### src/design/cqs_pkg.sv
// ----------------------------------------------------------------------------
// cqs_pkg
// Shared types and constants for the circular queue with search.
// ----------------------------------------------------------------------------
package cqs_pkg;

    localparam int CODE_W   = 32;
    localparam int OPCODE_W = 2;
    localparam int STATUS_W = 2;
    localparam int COUNT_W  = 4;
    localparam int RESULT_W = CODE_W + 1 + STATUS_W + COUNT_W + 1;

    typedef enum logic [OPCODE_W-1:0] {
        OP_CLEAR   = 2'd0,
        OP_ENQUEUE = 2'd1,
        OP_DEQUEUE = 2'd2,
        OP_SEARCH  = 2'd3
    } t_opcode;

    typedef enum logic [STATUS_W-1:0] {
        ST_OK    = 2'd0,
        ST_FULL  = 2'd1,
        ST_EMPTY = 2'd2
    } t_status;

    typedef struct packed {
        logic                is_empty;
        logic [COUNT_W-1:0]  entry_count;
        t_status             status;
        logic                found;
        logic [CODE_W-1:0]   out_code;
    } t_result;

endpackage

### src/design/cqs_ram.sv
// ----------------------------------------------------------------------------
// cqs_ram
// Generic simple dual-port RAM, one write port, one registered read port.
// ----------------------------------------------------------------------------
module cqs_ram #(
    parameter int WIDTH = 32,
    parameter int DEPTH = 16
) (
    input  logic                     i_clk,
    input  logic                     i_we,
    input  logic [$clog2(DEPTH)-1:0] i_waddr,
    input  logic [WIDTH-1:0]         i_wdata,
    input  logic [$clog2(DEPTH)-1:0] i_raddr,
    output logic [WIDTH-1:0]         o_rdata
);

    logic [WIDTH-1:0] r_mem [DEPTH];
    logic [WIDTH-1:0] r_rdata;

    always_ff @(posedge i_clk) begin
        if (i_we) begin
            r_mem[i_waddr] <= i_wdata;
        end
        r_rdata <= r_mem[i_raddr];
    end

    assign o_rdata = r_rdata;

endmodule

### src/design/circular_queue_with_search_top.sv
// ----------------------------------------------------------------------------
// circular_queue_with_search_top
// Ring-buffer FIFO of 32-bit codes with clear, enqueue, dequeue and search.
// ----------------------------------------------------------------------------
// Input beats carry the opcode in tuser and the code in tdata. Every input
// beat yields exactly one output beat with the dequeued code, the search
// flag, a status, the entry count after the step and an empty flag.
// The ring holds at most SLOTS-1 codes in a single RAM with registered read.
// Clear and enqueue finish in the accept cycle and their result goes to the
// output register. Dequeue adds the S_DEQ state for the RAM read. Search reads
// one entry a cycle from head to tail in the S_SRCH state and stops on the
// first match. Status-only answers on an empty or full queue also finish in
// the accept cycle.
// A new beat is taken in the cycle after the previous one finishes, even
// while its result still waits in the output register; if a second result
// is ready before the first is taken, input stalls until the output frees.
// Reset empties the queue (head, tail and count to zero) and drops any
// pending result; the RAM contents are not cleared.
// ----------------------------------------------------------------------------
module circular_queue_with_search_top #(
    parameter int SLOTS = 16
) (
    input  logic                              i_clk,
    input  logic                              i_rst_n,
    input  logic                              i_s_axis_tvalid,
    output logic                              o_s_axis_tready,
    // item_code
    input  logic [cqs_pkg::CODE_W-1:0]        i_s_axis_tdata,
    // opcode
    input  logic [cqs_pkg::OPCODE_W-1:0]      i_s_axis_tuser,
    output logic                              o_m_axis_tvalid,
    input  logic                              i_m_axis_tready,
    // out_code, found, status, entry_count, is_empty
    output logic [cqs_pkg::RESULT_W-1:0]      o_m_axis_tdata
);

    import cqs_pkg::*;

    localparam int IW = $clog2(SLOTS);

    typedef enum logic [1:0] {
        S_IDLE,
        S_DEQ,
        S_SRCH,
        S_HOLD
    } t_state;

    function automatic logic [IW-1:0] f_next(input logic [IW-1:0] i_idx);
        logic [IW-1:0] v;
        if (i_idx == IW'(SLOTS - 1)) begin
            v = '0;
        end else begin
            v = i_idx + 1'b1;
        end
        return v;
    endfunction

    t_state             r_state, n_state;
    logic [IW-1:0]      r_head, n_head;
    logic [IW-1:0]      r_tail, n_tail;
    logic [IW-1:0]      r_count, n_count;
    logic [IW-1:0]      r_rd, n_rd;
    logic [CODE_W-1:0]  r_key;
    t_result            r_res;
    t_result            r_m_res;
    logic               r_m_valid;

    t_result            w_res;
    logic               w_done;
    logic               w_accept;
    logic               w_out_free;
    logic               w_we;
    logic [IW-1:0]      w_raddr;
    logic [CODE_W-1:0]  w_rdata;
    logic [IW+3:0]      w_count_ext;

    assign o_s_axis_tready = (r_state == S_IDLE);
    assign w_accept        = i_s_axis_tvalid && o_s_axis_tready;
    assign w_out_free      = !r_m_valid || i_m_axis_tready;
    assign w_raddr         = (r_state == S_SRCH) ? r_rd : r_head;

    cqs_ram #(
        .WIDTH(CODE_W),
        .DEPTH(SLOTS)
    ) u_ram (
        .i_clk   (i_clk),
        .i_we    (w_we),
        .i_waddr (r_tail),
        .i_wdata (i_s_axis_tdata),
        .i_raddr (w_raddr),
        .o_rdata (w_rdata)
    );

    always_comb begin
        n_state  = r_state;
        n_head   = r_head;
        n_tail   = r_tail;
        n_count  = r_count;
        n_rd     = r_rd;
        w_done   = 1'b0;
        w_we     = 1'b0;
        w_res.out_code = '0;
        w_res.found    = 1'b0;
        w_res.status   = ST_OK;
        unique case (r_state)
            S_IDLE: begin
                if (w_accept) begin
                    unique case (t_opcode'(i_s_axis_tuser))
                        OP_CLEAR: begin
                            n_head  = '0;
                            n_tail  = '0;
                            n_count = '0;
                            w_done  = 1'b1;
                        end
                        OP_ENQUEUE: begin
                            w_done = 1'b1;
                            if (f_next(r_tail) == r_head) begin
                                w_res.status = ST_FULL;
                            end else begin
                                w_we    = 1'b1;
                                n_tail  = f_next(r_tail);
                                n_count = r_count + 1'b1;
                            end
                        end
                        OP_DEQUEUE: begin
                            if (r_head == r_tail) begin
                                w_res.status = ST_EMPTY;
                                w_done       = 1'b1;
                            end else begin
                                n_state = S_DEQ;
                            end
                        end
                        OP_SEARCH: begin
                            if (r_head == r_tail) begin
                                w_res.status = ST_EMPTY;
                                w_done       = 1'b1;
                            end else begin
                                n_rd    = f_next(r_head);
                                n_state = S_SRCH;
                            end
                        end
                    endcase
                end
            end
            S_DEQ: begin
                w_res.out_code = w_rdata;
                n_head         = f_next(r_head);
                n_count        = r_count - 1'b1;
                w_done         = 1'b1;
            end
            S_SRCH: begin
                if (w_rdata == r_key) begin
                    w_res.found = 1'b1;
                    w_done      = 1'b1;
                end else if (r_rd == r_tail) begin
                    w_done = 1'b1;
                end else begin
                    n_rd = f_next(r_rd);
                end
            end
            S_HOLD: begin
                if (w_out_free) begin
                    n_state = S_IDLE;
                end
            end
            default: begin
                n_state = S_IDLE;
            end
        endcase
        if (w_done) begin
            n_state = w_out_free ? S_IDLE : S_HOLD;
        end
        w_count_ext       = {4'b0000, n_count};
        w_res.entry_count = w_count_ext[COUNT_W-1:0];
        w_res.is_empty    = (n_head == n_tail);
    end

    always_ff @(posedge i_clk) begin
        if (!i_rst_n) begin
            r_state   <= S_IDLE;
            r_head    <= '0;
            r_tail    <= '0;
            r_count   <= '0;
            r_rd      <= '0;
            r_m_valid <= 1'b0;
        end else begin
            r_state <= n_state;
            r_head  <= n_head;
            r_tail  <= n_tail;
            r_count <= n_count;
            r_rd    <= n_rd;
            if (w_done && !w_out_free) begin
                r_res <= w_res;
            end
            if ((w_done || r_state == S_HOLD) && w_out_free) begin
                r_m_valid <= 1'b1;
                r_m_res   <= w_done ? w_res : r_res;
            end else if (i_m_axis_tready) begin
                r_m_valid <= 1'b0;
            end
        end
    end

    always_ff @(posedge i_clk) begin
        if (w_accept) begin
            r_key <= i_s_axis_tdata;
        end
    end

    assign o_m_axis_tvalid = r_m_valid;
    assign o_m_axis_tdata  = r_m_res;

endmodule

### config.mk
export PLATFORM = sky130hd
export DESIGN_NAME = circular_queue_with_search_top
export DESIGN_NICKNAME = d
export VERILOG_FILES = /design/src/design/cqs_pkg.sv /design/src/design/cqs_ram.sv /design/src/design/circular_queue_with_search_top.sv
export SDC_FILE = /design/constraint.sdc
export NUM_CORES = 1
export LEC_CHECK = 0
export BUFFER_PORTS_ARGS = -buffer_cell sky130_fd_sc_hd__buf_2
export CAP_MARGIN = 30
export CORE_ASPECT_RATIO = 0.7
export CORE_MARGIN = 1
export CORE_UTILIZATION = 50
export CTS_CLUSTER_DIAMETER = 60
export CTS_CLUSTER_SIZE = 14
export DETAILED_ROUTE_END_ITERATION = 10
export MAX_ROUTING_LAYER = met4
export PLACE_DENSITY = 0.69
export SYNTH_ARGS = -nofsm -noshare
export SYNTH_HDL_FRONTEND = slang
export SYNTH_SLANG_ARGS = --single-unit
### constraint.sdc
create_clock -name i_clk -period 5.3 [get_ports i_clk]
set_input_delay 0.795 -clock i_clk [delete_from_list [all_inputs] [get_ports i_clk]]
set_output_delay 0.795 -clock i_clk [all_outputs]
set_load 0.1 [all_outputs]
Word-level counts from Yosys, hierarchy flattened:

Memory sizes are Yosys's and may differ from the RTL's. A register that Yosys moved wholly into a read port is not among the register bits.
Cells that the tools add are included.

* output and inout port bits: 42
* memory bits (writable): 512
* register bits after elaboration: 131
* bits in read-only memories: 0
* bits of input ports: 38
* logic and storage cells: 120
* bits in latches: 0
* memories: 1

* $lt $le $gt $ge: 0
* shift operators: 0
* div/mod/pow operators: 0
* multipliers: 0
* equal/unequal tests: 24
* muxes and demuxes: 55
* reduce and logical (&&, ||, !) cells: 18
* bitwise gates (word level): 0
* add/sub/neg operators: 5

Memory list
* u_ram.r_mem: words 16, bits a word 32, rd ports 1, clocked after memory_dff 1, wr ports 1, line cqs_ram.sv:17 `logic [WIDTH-1:0] r_mem [DEPTH];`

Operator list (count)
* 4-bit 2-to-1 mux: 19
* 40-bit 2-to-1 mux: 1
* 4-bit case mux with 2 select lines: 5
* 32-bit equality test: 1
* 32-bit 2-to-1 mux: 1
* 2-bit 2-to-1 mux: 9
* 4-bit by 1-bit adder with 4-bit output (second input constant): 4
* 4-bit equality test: 4
* 1-bit 2-to-1 mux: 15
* 4-bit equality test (second input constant): 3
* 2-bit case mux with 2 select lines: 3
* 6-bit AND reduction: 2
* 2-bit equality test (second input constant): 4
* 4-bit != test (second input constant): 2
* 2-bit != test (second input constant): 3
* 2-bit by 1-bit equality test with 1-bit output (second input constant): 2
* 2-bit logical NOT: 2
* 2-bit by 1-bit != test with 1-bit output (second input constant): 2
* 4-bit by 1-bit != test with 1-bit output (second input constant): 1
* 2-bit AND reduction: 2
* 2-bit nonzero test: 2
* 2-bit OR reduction: 2
* 4-bit by 1-bit subtractor with 4-bit output (second input constant): 1
* 1-bit logical AND: 3
* 7 further kinds: 9

Depth between registers and ports, before layout:

Gate-level depths: netlist of run 1.

* depth after elaboration: 12
* mapped depth: 11
* mapped depth without buffers: 9

Modules after synthesis:

Synthesis of run 1 repeated with hierarchy kept, for this count alone.

* cell total of the unflattened synthesis: 1287
* area total of the unflattened synthesis: 25699.6 um^2

Modules (own cells, without submodules)
* cqs_ram: seq. area each 16015.4 um^2, instances 1, area each 19835.3 um^2, cells an instance 838
* circular_queue_with_search_top: seq. area each 3743.6 um^2, instances 1, area each 5864.4 um^2, cells an instance 449

Least setup slack after synthesis of run 1:

No wires, ideal clock.

* kind: register -> register
* from: register r_tail[0]
* to: memory u_ram.r_mem[5][0], enable pin
* library setup time: 0.502 ns
* data arrival time: 4.871 ns
* slack: -0.073 ns
* stages on the path, launching flop included: 10
* clock period less this slack: 5.373 ns
* path buffers: 1
* required time: 4.798 ns
* cells stage by stage: dfxtp_1 buf_2 inv_1 ha_1 xor2_1 nor2_4 and2_4 a21oi_2 nand2_1 nor4_1

* cells in the longest elaborated chain, start to end: 12
* elaborated cells between the ends (all ways): 13
* classes of those cells: add/sub (1); eq/ne (2); mux (10)

RTL lines
* start, declared: line circular_queue_with_search_top.sv:60 `logic [IW-1:0] r_tail, n_tail;`
* start signal, assigned: line circular_queue_with_search_top.sv:189 `r_tail <= n_tail;`
* 4-bit by 1-bit adder with 4-bit output / 4-bit equality test (equally long branches): line circular_queue_with_search_top.sv:53, circular_queue_with_search_top.sv:50
* 4-bit 2-to-1 mux: line circular_queue_with_search_top.sv:50 `if (i_idx == IW'(SLOTS - 1)) begin`
* 4-bit 2-to-1 mux: line circular_queue_with_search_top.sv:108 `unique case (t_opcode'(i_s_axis_tuser))`
* 4-bit 2-to-1 mux: line circular_queue_with_search_top.sv:107 `if (w_accept) begin`
* 4-bit 2-to-1 mux: line circular_queue_with_search_top.sv:105 `unique case (r_state)`
* 4-bit equality test: line circular_queue_with_search_top.sv:117 `if (f_next(r_tail) == r_head) begin`
* 1-bit 2-to-1 mux: line circular_queue_with_search_top.sv:117
* 1-bit 2-to-1 mux: line circular_queue_with_search_top.sv:108
* 1-bit 2-to-1 mux: line circular_queue_with_search_top.sv:107
* 1-bit 2-to-1 mux: line circular_queue_with_search_top.sv:105
* 1-bit 2-to-1 mux: line cqs_ram.sv:21 `if (i_we) begin`
* 1-bit 2-to-1 mux (not written as such): line cqs_ram.sv:22 `r_mem[i_waddr] <= i_wdata;`
* end, declared: line cqs_ram.sv:17

Several ways; a longest one is shown, not always the timed one. The select of a mux whose other input is x is not followed.

Worst setup path in the final report of run 1:

* from: register r_state[1]
* to: register r_res[22] in the netlist's numbering, enable pin

* cells in the longest elaborated chain, start to end: 6
* elaborated cells between the ends (all ways): 8
* classes of those cells: eq/ne (2); mux (2); reduce/logical (4)

RTL lines
* start, declared: line circular_queue_with_search_top.sv:58 `t_state r_state, n_state;`
* start signal, assigned: line circular_queue_with_search_top.sv:187 `r_state <= n_state;`
* 2-bit logical NOT: line circular_queue_with_search_top.sv:77, circular_queue_with_search_top.sv:105
* 1-bit logical AND: line circular_queue_with_search_top.sv:78 `assign w_accept = i_s_axis_tvalid && o_s_axis_tready;`
* 1-bit 2-to-1 mux: line circular_queue_with_search_top.sv:107
* 1-bit case mux with 3 select lines (*): line circular_queue_with_search_top.sv:105
* 1-bit logical AND (*): line circular_queue_with_search_top.sv:192 `if (w_done && !w_out_free) begin`
* 2-bit AND reduction (no line) (*)
* end signal, assigned: line circular_queue_with_search_top.sv:193 `r_res <= w_res;`
* end, declared: line circular_queue_with_search_top.sv:64 `t_result r_res;`

Every way passes the cells marked *; elsewhere a longest branch is shown, timed or not.
A chain may end at the register's enable or synchronous reset.

==> summary.json, run 1 <==
{
  "synth_simple_gate_area_share_pct": 5.431,
  "synth_cell_type_count": 70,
  "p_int_mw": 8.854,
  "cts-resized-gates": 0,
  "clock-skew-final_ps": 46.22,
  "fin_nets": 1554,
  "worstSetupStartpointType": "flip-flop",
  "max_freq_mhz": 251.8,
  "worstPathArrival_ps": 4250,
  "ant_nets": 0,
  "die_x_um": 276.5,
  "post_synth.cell_area_avg_um2": 18.88,
  "post_drt_wl_per_cell_um": 25.64,
  "drtIter0Drc": 1276,
  "tightestPinTransition_ps": 1046,
  "number_of_failing_hold_endpoints_at_the_final_stage": 0,
  "detailroute.via_count": 13500,
  "num_rows": 70,
  "layout_worst_path_cycle_share_pct": 74.93,
  "clock_tree.buffer_depth": 3,
  "postLayoutCoreUtil_pct": 56.65,
  "r2r.worst_path.cells": 7,
  "leakage_nw": 9.963,
  "slew_headroom_pct": 30.19,
  "run_status": "completed",
  "worst_skew_pair.late_latency_ps": 630,
  "max-cap-violations": 0,
  "yosys_warnings": 0,
  "net_sw_share_pct": 30.24,
  "synthesis.nets": 1443,
  "vias_in_the_first_global_route": 13340,
  "postRouteWirelength_mm": 57.47,
  "powerDensity_mw_per_mm2": 429.9,
  "yosysTopAreaCellShare_pct": 71.04,
  "fillers": 3848,
  "hold_depth": 2,
  "postCtsSetupRepairBufs": 0,
  "power.share.sequential_pct": 51.1,
  "hold_path_class": "input pin to flip-flop",
  "critical_path.max_fanout": 22,
  "grt_antenna_before_repair": 3,
  "i_o_pin_cnt": 80,
  "floorplan.core_area_mm2": 0.05211,
  "synth_largest_area_cell": "edfxtp_1",
  "top_post_synthesis_cells_by_area": "edfxtp_1, mux4_2, dfxtp_1, and2_1, nand2_1",
  "ys_ff_latch": 675,
  "grt_first_pass_wirelength_mm": 85.93,
  "synth.yosys.seq_area_share_pct": 74.91,
  "combinationalPowerShare_pct": 18.4,
  "dp.final_hpwl_mm": 33.37,
  "syn_to_final_growth_pct": 11.92,
  "clkSlewWorstSetupHoldPaths_ps": 70,
  "grt_start_max_net_pins": 65,
  "fin_crit_ps": 3971,
  "path_class": "flip-flop to flip-flop",
  "ctsHtreeMaxLevel": 2,
  "grt_util_all_layers_pct": 22.41,
  "route.detailed.drc": 0,
  "tritoncts_clock_tree": "yes",
  "synthCells": 1397,
  "ys.flop_type": "edfxtp_1",
  "synth_area_mm2": 0.02638,
  "cts.root.buffer_cell": "clkbuf_16",
  "finalWeightedCongestion": 0.8178,
  "layout.cells.most_common_list": "edfxtp_1, mux4_2, nand2_1",
  "tritoncts_buffer_count": 56,
  "async_reset_ff_share_pct": 0,
  "synthMuxAreaShare_pct": 11.20,
  "cp.required_ps": 5580,
  "synth_edf_count": 624,
  "via_per_inst": 6.023,
  "initial_core_util_pct": 50.62,
  "setup.worst_path.end_class": "flip-flop",
  "layout-drive-gt1-share_pct": 23.87,
  "final_common_cell": "edfxtp_1",
  "drt_pass1_iterations": 7,
  "cts_hold_buffers": 0,
  "portBuffers": 79,
  "cts.sinks": 675,
  "synthXorXnorAreaFrac_pct": 1.679,
  "design.die.area_mm2": 0.05369,
  "setup_viol": 0,
  "post-layout-total-power_mw": 12.69,
  "place_area_mm2": 0.02785,
  "hold_slack_ps": 482.7,
  "largest_family_of_logic_cells_by_synthesized_area": "multiplexers",
  "final_max_slew_viol_count": 0,
  "arithmetic_cell_share_of_the_synthesized_area_counting_full_adders_half_adders_and_majority_gates_pct": 0.3795,
  "rsz_0062_raised_after_global_routing": "false",
  "die-height_um": 194.2,
  "total_switching_power_mw": 3.838,
  "synth_compound_area_share_pct": 4.487,
  "vdd_drop_max_mv": 0.3309,
  "grt_overflow": 0,
  "post-route-cell-area_mm2": 0.02952,
  "power_frac_clock_pct": 30.5
}
-- metal layers --
layer	vias to the layer above	part of all wire, %	track usage, %
met5	-	0	-
met4	0	1.7	5.297
met3	85	8.0	4.266
met2	522	45	32.07
met1	7103	46	33.40
li1	5788	-	-
-- power groups by stage --
stage               Combinational, mW  Clock [mW]  Sequential, mW
floorplan                        1.04           0            7.20
global placement                 2.31           0            6.59
detailed placement               2.33           0            6.59
CTS                              2.34        3.95            6.48
global route                     2.50        4.13            6.51
finish                           2.34        3.87            6.48
-- final cells by class --
class / instances / area [µm²] / area share, %
clock buffer: 98 / 1569 / 5.314
tap: 684 / 855.8 / 2.899
inverter: 16 / 60.06 / 0.2034
clock inverter: 6 / 96.34 / 0.3263
sequential: 675 / 19760 / 66.93
antenna: 3 / 7.507 / 0.02543
multi-input combinational: 630 / 6272 / 21.25
timing repair buffer: 129 / 903.4 / 3.060
-- synthesized netlist by cell type, types with 3 or more instances --
master    count
a21o_1       36
a31oi_1      36
dfxtp_1      51
nor2_1       35
xnor2_1      10
buf_6        15
inv_1        15
nor4_1       16
o21ai_0      12
mux2i_1       6
xor2_1       36
and3_1        3
ha_1          8
buf_4         6
a21oi_1      13
mux4_2      128
and2_1       72
edfxtp_1    624
nor2b_1       4
nand2_1      97
a31o_2        3
clkbuf_1     34
a211oi_1     33
nand2b_1      4
nand3_1       6
nand4b_1      4
buf_2        20
nor3_1       15
-- worst max-delay path: stages (launching register included) --
cell     delay (ps)
dfxtp_1         840
nor2b_1         550
nand3_1         180
nor3_2          520
or3_1           300
nand2_1         170
nor2_4          650
buf_4           400
-- flip-flops by register name (all words and copies together) (netlist names) --
name	count
u_ram.r_mem	512
o_m_axis_tdata	40
r_res	40
r_key	32
u_ram.o_rdata	32
r_count	4
r_head	4
r_rd	4
r_tail	4
r_state	2
o_m_axis_tvalid	1
-- through the flow --
step                      TNS, ps  setup slack [ps]  std cells
after floorplan             -6998            -72.90       1397
after global placement          0              1515       2130
after detailed placement        0              1453       2134
after CTS                       0              1431       2238
after global routing            0              1199       2239
final                           0              1329       2241
-- final timing paths --
kind | startpoint | endpoint | slack [ps]
setup / recovery | r_state[1] | r_res[22] | 1330
hold / removal | i_rst_n | r_count[0] | 480
setup reg to reg | r_state[1] | r_res[22] | 1330
hold reg to reg | r_res[32] | o_m_axis_tdata[32] | 520
-- cell families after synthesis --
family / after synthesis
buffers and inverters: 92
AO/OA/AOI/OAI: 164
AND/OR/NAND/NOR: 275
multiplexers: 135
flip-flops: 675
adder cells (fa/ha/maj): 8
XOR/XNOR: 48
Power figures use the tool's default switching activity.
==> run 2, diff against run 1 <==
--- a/config.mk
+++ b/config.mk
@@ -14,7 +14,7 @@
 export CTS_CLUSTER_SIZE = 14
 export DETAILED_ROUTE_END_ITERATION = 10
 export MAX_ROUTING_LAYER = met4
-export PLACE_DENSITY = 0.69
+export PLACE_DENSITY = 0.66
 export SYNTH_ARGS = -nofsm -noshare
 export SYNTH_HDL_FRONTEND = slang
 export SYNTH_SLANG_ARGS = --single-unit
==> constraint.sdc (replaced) <==
create_clock -name i_clk -period 3.9 [get_ports i_clk]
set_input_delay 0.585 -clock i_clk [delete_from_list [all_inputs] [get_ports i_clk]]
set_output_delay 0.585 -clock i_clk [all_outputs]
set_load 0.1 [all_outputs]
==> run 2 against run 1 <==
Effect of this change:
- first-iteration DRC count decreased by 5.1%
- combinational power increased by 42%
- worst setup slack got worse by 960 ps
- final area increased by 0.16%
- routed wire length increased by 1.2%
- maximum frequency increased by 12%
- via count decreased by 1.4%
- non-clock buffer count unchanged
- die area unchanged
==> summary.json, run 2 (synthesized netlist as in run 1, its figures left out) <==
{
  "vias_in_the_first_global_route": 13190,
  "i_o_pin_cnt": 80,
  "fin_crit_ps": 3533,
  "grt_overflow": 0,
  "cts.sinks": 675,
  "clock_tree.buffer_depth": 3,
  "post-layout-total-power_mw": 17.23,
  "rsz_0062_raised_after_global_routing": "false",
  "p_int_mw": 11.97,
  "ctsHtreeMaxLevel": 2,
  "route.detailed.drc": 0,
  "final_common_cell": "edfxtp_1",
  "fillers": 3876,
  "place_area_mm2": 0.02799,
  "cp_slowest_cell": "dfxtp_1",
  "tritoncts_clock_tree": "yes",
  "cp.required_ps": 4170,
  "clock-skew-final_ps": 23.53,
  "post_drt_wl_per_cell_um": 26.04,
  "max_flop_register": "u_ram.r_mem",
  "grt_antenna_before_repair": 1,
  "detailroute.via_count": 13310,
  "layout.cells.most_common_list": "edfxtp_1, mux4_2, nand2_1",
  "via_per_inst": 5.960,
  "layout-drive-gt1-share_pct": 23.89,
  "layout_worst_path_cycle_share_pct": 90.60,
  "die-height_um": 194.2,
  "max_freq_mhz": 283.0,
  "combinationalPowerShare_pct": 19.3,
  "postRouteWirelength_mm": 58.14,
  "hold_slack_ps": 281.3,
  "die_x_um": 276.5,
  "portBuffers": 79,
  "fin_nets": 1553,
  "power.share.sequential_pct": 50.9,
  "postCtsSetupRepairBufs": 0,
  "worst_skew_pair.late_latency_ps": 620,
  "critical_path.max_fanout": 16,
  "cts-resized-gates": 0,
  "setup_viol": 0,
  "power_frac_clock_pct": 29.8,
  "design.die.area_mm2": 0.05369,
  "powerDensity_mw_per_mm2": 582.8,
  "hold_path_class": "input pin to flip-flop",
  "cts.root.buffer_cell": "clkbuf_16",
  "path_class": "flip-flop to flip-flop",
  "grt_util_all_layers_pct": 22.62,
  "worst_path_cell_chain": "ha_1 -> nand2b_1 -> o211ai_2 -> xnor2_2 -> a21oi_2 -> nand2_1 -> nor3_2 -> buf_4",
  "worstPathArrival_ps": 3800,
  "floorplan.core_area_mm2": 0.05211,
  "drtIter0Drc": 1211,
  "slew_headroom_pct": 34.49,
  "n_antenna_cell": 0,
  "tightestPinTransition_ps": 962.2,
  "dp.final_hpwl_mm": 33.57,
  "num_rows": 70,
  "post-route-cell-area_mm2": 0.02957,
  "number_of_failing_hold_endpoints_at_the_final_stage": 0,
  "worst_slack_ps": 366.7,
  "max-cap-violations": 0,
  "timing.critical_path.slowest_cell_delay_ps": 560,
  "setup.worst_path.end_class": "flip-flop",
  "cts_hold_buffers": 0,
  "finalWeightedCongestion": 0.8374,
  "leakage_nw": 9.955,
  "clkSlewWorstSetupHoldPaths_ps": 70,
  "net_sw_share_pct": 30.52,
  "tritoncts_buffer_count": 55,
  "worstSetupStartpointType": "flip-flop",
  "vdd_drop_max_mv": 0.3240,
  "postLayoutCoreUtil_pct": 56.74,
  "initial_core_util_pct": 50.62,
  "final_max_slew_viol_count": 0,
  "grt_start_max_net_pins": 81,
  "syn_to_final_growth_pct": 12.11,
  "largest_register_ffs": 512,
  "run_status": "completed",
  "dpl_worst_slack_ps": 432.9,
  "total_switching_power_mw": 5.261,
  "drt_pass1_iterations": 5,
  "grt_first_pass_wirelength_mm": 86.53,
  "ant_nets": 0
}
run 2: cell count changes in the layout (fill, tap and decap cells not counted), moves of 7 or more:
| cell | delta |
|---|---|
| buf_12 | +8 |
| buf_4 | -7 |
| nor4_2 | -7 |
| nor4_4 | +7 |
run 2: per-stage QoR:
stage | setup TNS (ps) | std cells
after floorplan | -123080 | 1397
after global placement | 0 | 2134
after detailed placement | 0 | 2134
after CTS | 0 | 2233
after global routing | 0 | 2233
final | 0 | 2233
run 2: critical path: cells and delay by family (launching register included):
kind	cells	cell delay, ps
xor+xnor	1	250
compound gates	2	520
simple gates	3	960
buf+inv	1	380
fa+ha+maj	1	500
flops	1	560
run 2: path summary, 6_finish.rpt:
path | cells past startpoint | startpoint | end | slack, ps
setup / recovery | 8 | r_tail[0] | u_ram.r_mem[4][11] | 370
hold / removal | 3 | i_m_axis_tready | r_state[1] | 280
setup reg to reg | 8 | r_tail[0] | u_ram.r_mem[4][11] | 370
hold reg to reg | 1 | r_res[32] | o_m_axis_tdata[32] | 510
run 2: final cells by class:
| cell class | instances | area, µm² | area share [%] |
|---|---|---|---|
| Clock buffer | 93 | 1519 | 5.137 |
| Inverter | 16 | 60.06 | 0.2031 |
| Tap cell | 684 | 855.8 | 2.894 |
| Clock inverter | 6 | 62.56 | 0.2116 |
| Sequential cell | 675 | 19760 | 66.82 |
| Timing Repair Buffer | 129 | 983.4 | 3.326 |
| Multi-Input combinational cell | 630 | 6331 | 21.41 |
run 2: layer usage:
metal | wire length [µm] | vias up | global-route usage [%]
met5 | 0 | - | -
li1 | - | 5791 | -
met1 | 26430 | 6998 | 33.29
met4 | 1066 | 0 | 5.297
met2 | 26780 | 442 | 33.21
met3 | 3864 | 78 | 3.856
run 2: power by group through the flow:
stage / sequential [mW] / combinational, mW / clock [mW]
2_1_floorplan: 9.78 / 1.43 / 0
3_3_place_gp: 8.91 / 3.29 / 0
3_5_place_dp: 8.93 / 3.34 / 0
4_1_cts: 8.77 / 3.35 / 5.23
5_1_grt: 8.81 / 3.53 / 5.51
6_report: 8.77 / 3.33 / 5.13
==> run 3, diff against run 2 <==
--- a/config.mk
+++ b/config.mk
@@ -5,7 +5,7 @@
 export SDC_FILE = /design/constraint.sdc
 export NUM_CORES = 1
 export LEC_CHECK = 0
-export BUFFER_PORTS_ARGS = -buffer_cell sky130_fd_sc_hd__buf_2
+export BUFFER_PORTS_ARGS = -buffer_cell sky130_fd_sc_hd__clkbuf_2
 export CAP_MARGIN = 30
 export CORE_ASPECT_RATIO = 0.7
 export CORE_MARGIN = 1
==> constraint.sdc (replaced) <==
create_clock -name i_clk -period 3.3 [get_ports i_clk]
set_input_delay 0.495 -clock i_clk [delete_from_list [all_inputs] [get_ports i_clk]]
set_output_delay 0.495 -clock i_clk [all_outputs]
set_load 0.1 [all_outputs]
==> run 3 against run 2 <==
Effect of this change:
- clock-buffer cell count increased by 5
- sequential share of layout area shrank 0.98 points
- global-route usage increased by 0.76 points
- routed wire length is 2.8% higher
- critical path type unchanged
- highest routed layer unchanged
==> summary.json, run 3 (synthesized netlist as in run 1, its figures left out) <==
{
  "run_status": "completed",
  "initial_core_util_pct": 50.62,
  "tritoncts_buffer_count": 56,
  "post-layout-total-power_mw": 20.69,
  "ctsHtreeMaxLevel": 2,
  "drt_pass1_iterations": 5,
  "syn_to_final_growth_pct": 13.77,
  "grt_overflow": 0,
  "setup-tns-final_ps": 0,
  "drtIter0Drc": 1324,
  "layout_worst_path_cycle_share_pct": 94.10,
  "portBuffers": 79,
  "grt_first_pass_wirelength_mm": 89.00,
  "via_per_inst": 5.999,
  "critical_path.max_fanout": 14,
  "postRouteWirelength_mm": 59.79,
  "grt_util_all_layers_pct": 23.38,
  "cts.sinks": 675,
  "fin_crit_ps": 3105,
  "path_class": "flip-flop to flip-flop",
  "grt_antenna_before_repair": 0,
  "cp_slowest_cell": "dfxtp_1",
  "rsz_0062_raised_after_global_routing": "false",
  "cts.root.buffer_cell": "clkbuf_16",
  "worst_skew_pair.late_latency_ps": 610,
  "max-cap-violations": 0,
  "layout-drive-gt1-share_pct": 25.66,
  "leakage_nw": 10.24,
  "slew_headroom_pct": 47.52,
  "die-height_um": 194.2,
  "cp.required_ps": 3620,
  "powerDensity_mw_per_mm2": 689.6,
  "hold_slack_ps": 194.8,
  "die_x_um": 276.5,
  "tritoncts_clock_tree": "yes",
  "clock-skew-final_ps": 17.74,
  "setup_viol": 0,
  "vias_in_the_first_global_route": 13450,
  "detailroute.via_count": 13620,
  "i_o_pin_cnt": 80,
  "grt_start_max_net_pins": 65,
  "clkSlewWorstSetupHoldPaths_ps": 70,
  "final_max_slew_viol_count": 0,
  "post_drt_wl_per_cell_um": 26.34,
  "timing.critical_path.slowest_cell_delay_ps": 570,
  "finalWeightedCongestion": 0.8250,
  "ant_nets": 0,
  "clock_tree.buffer_depth": 3,
  "final_common_cell": "edfxtp_1",
  "largest_register_ffs": 512,
  "hold_path_class": "input pin to flip-flop",
  "fin_nets": 1585,
  "number_of_failing_hold_endpoints_at_the_final_stage": 0,
  "num_rows": 70,
  "route.detailed.drc": 0,
  "worstPathArrival_ps": 3420,
  "floorplan.core_area_mm2": 0.05211,
  "max_flop_register": "u_ram.r_mem",
  "n_antenna_cell": 0,
  "design.die.area_mm2": 0.05369,
  "max_freq_mhz": 322.0,
  "worst_slack_ps": 194.6,
  "vdd_drop_max_mv": 0.5129,
  "setup.worst_path.end_class": "flip-flop",
  "dp.final_hpwl_mm": 36.24,
  "dpl_worst_slack_ps": 178.6,
  "postLayoutCoreUtil_pct": 57.58,
  "worst_path_cell_chain": "inv_1 -> ha_1 -> xor2_1 -> nor2_4 -> and2_4 -> nand2_2 -> nand2_1 -> nor4_1 -> and2_2 -> buf_12",
  "worstSetupStartpointType": "flip-flop",
  "tightestPinTransition_ps": 770.7,
  "layout.cells.most_common_list": "edfxtp_1, mux4_2, nand2_1"
}
[run 3: cell type report]
class | count | area [µm²]
Clock buffer | 98 | 1590
Sequential cell | 675 | 19760
Multi-Input combinational cell | 630 | 6372
Inverter | 16 | 60.06
Clock inverter | 7 | 70.07
Tap cell | 684 | 855.8
Timing Repair Buffer | 160 | 1301
Fill cell | 3826 | 22100
[run 3: through the flow]
stage          cell area (µm²)  std cells
6_report                 30010       2270
2_1_floorplan            26500       1397
5_1_grt                  30010       2270
3_3_place_gp             28340       2164
4_1_cts                  30010       2270
3_5_place_dp             28350       2165
[run 3: worst max-delay path: cells and delay by family, from the launching register on]
kind / cells / cell delay [ps]
xor gates and xnor gates: 1 / 260
and+or+nand+nor: 6 / 1270
DFF: 1 / 570
adders and majority gates: 1 / 360
buffers and inverters: 2 / 360
[run 3: timing repair]
action / 4_1_cts / 5_1_grt
setup buffers: 0 / 0
endpoints found under the setup margin: 0 / 33
hold buffers: 0 / 0
resized for setup: 0 / 1
[run 3: layer usage]
layer	global-route usage, %	routed length [µm]	up-vias
met5	-	0	-
met4	5.649	1071	0
met3	3.061	3836	70
met2	33.64	26970	504
met1	35.63	27910	7186
li1	-	-	5858
[run 3: power breakdown]
group	internal (mW)	switching (mW)
sequential	10.0	0.287
combinational	1.10	3.05
clock	3.28	2.95
total	14.4	6.28
[run 3: final timing paths]
check	start	cells after the start	endpoint	slack, ps
min reg2reg	r_res[15]	1	o_m_axis_tdata[15]	520
min	i_m_axis_tready	3	r_state[1]	190
max	r_tail[0]	10	u_ram.r_mem[2][25]	190
max reg2reg	r_tail[0]	10	u_ram.r_mem[2][25]	190
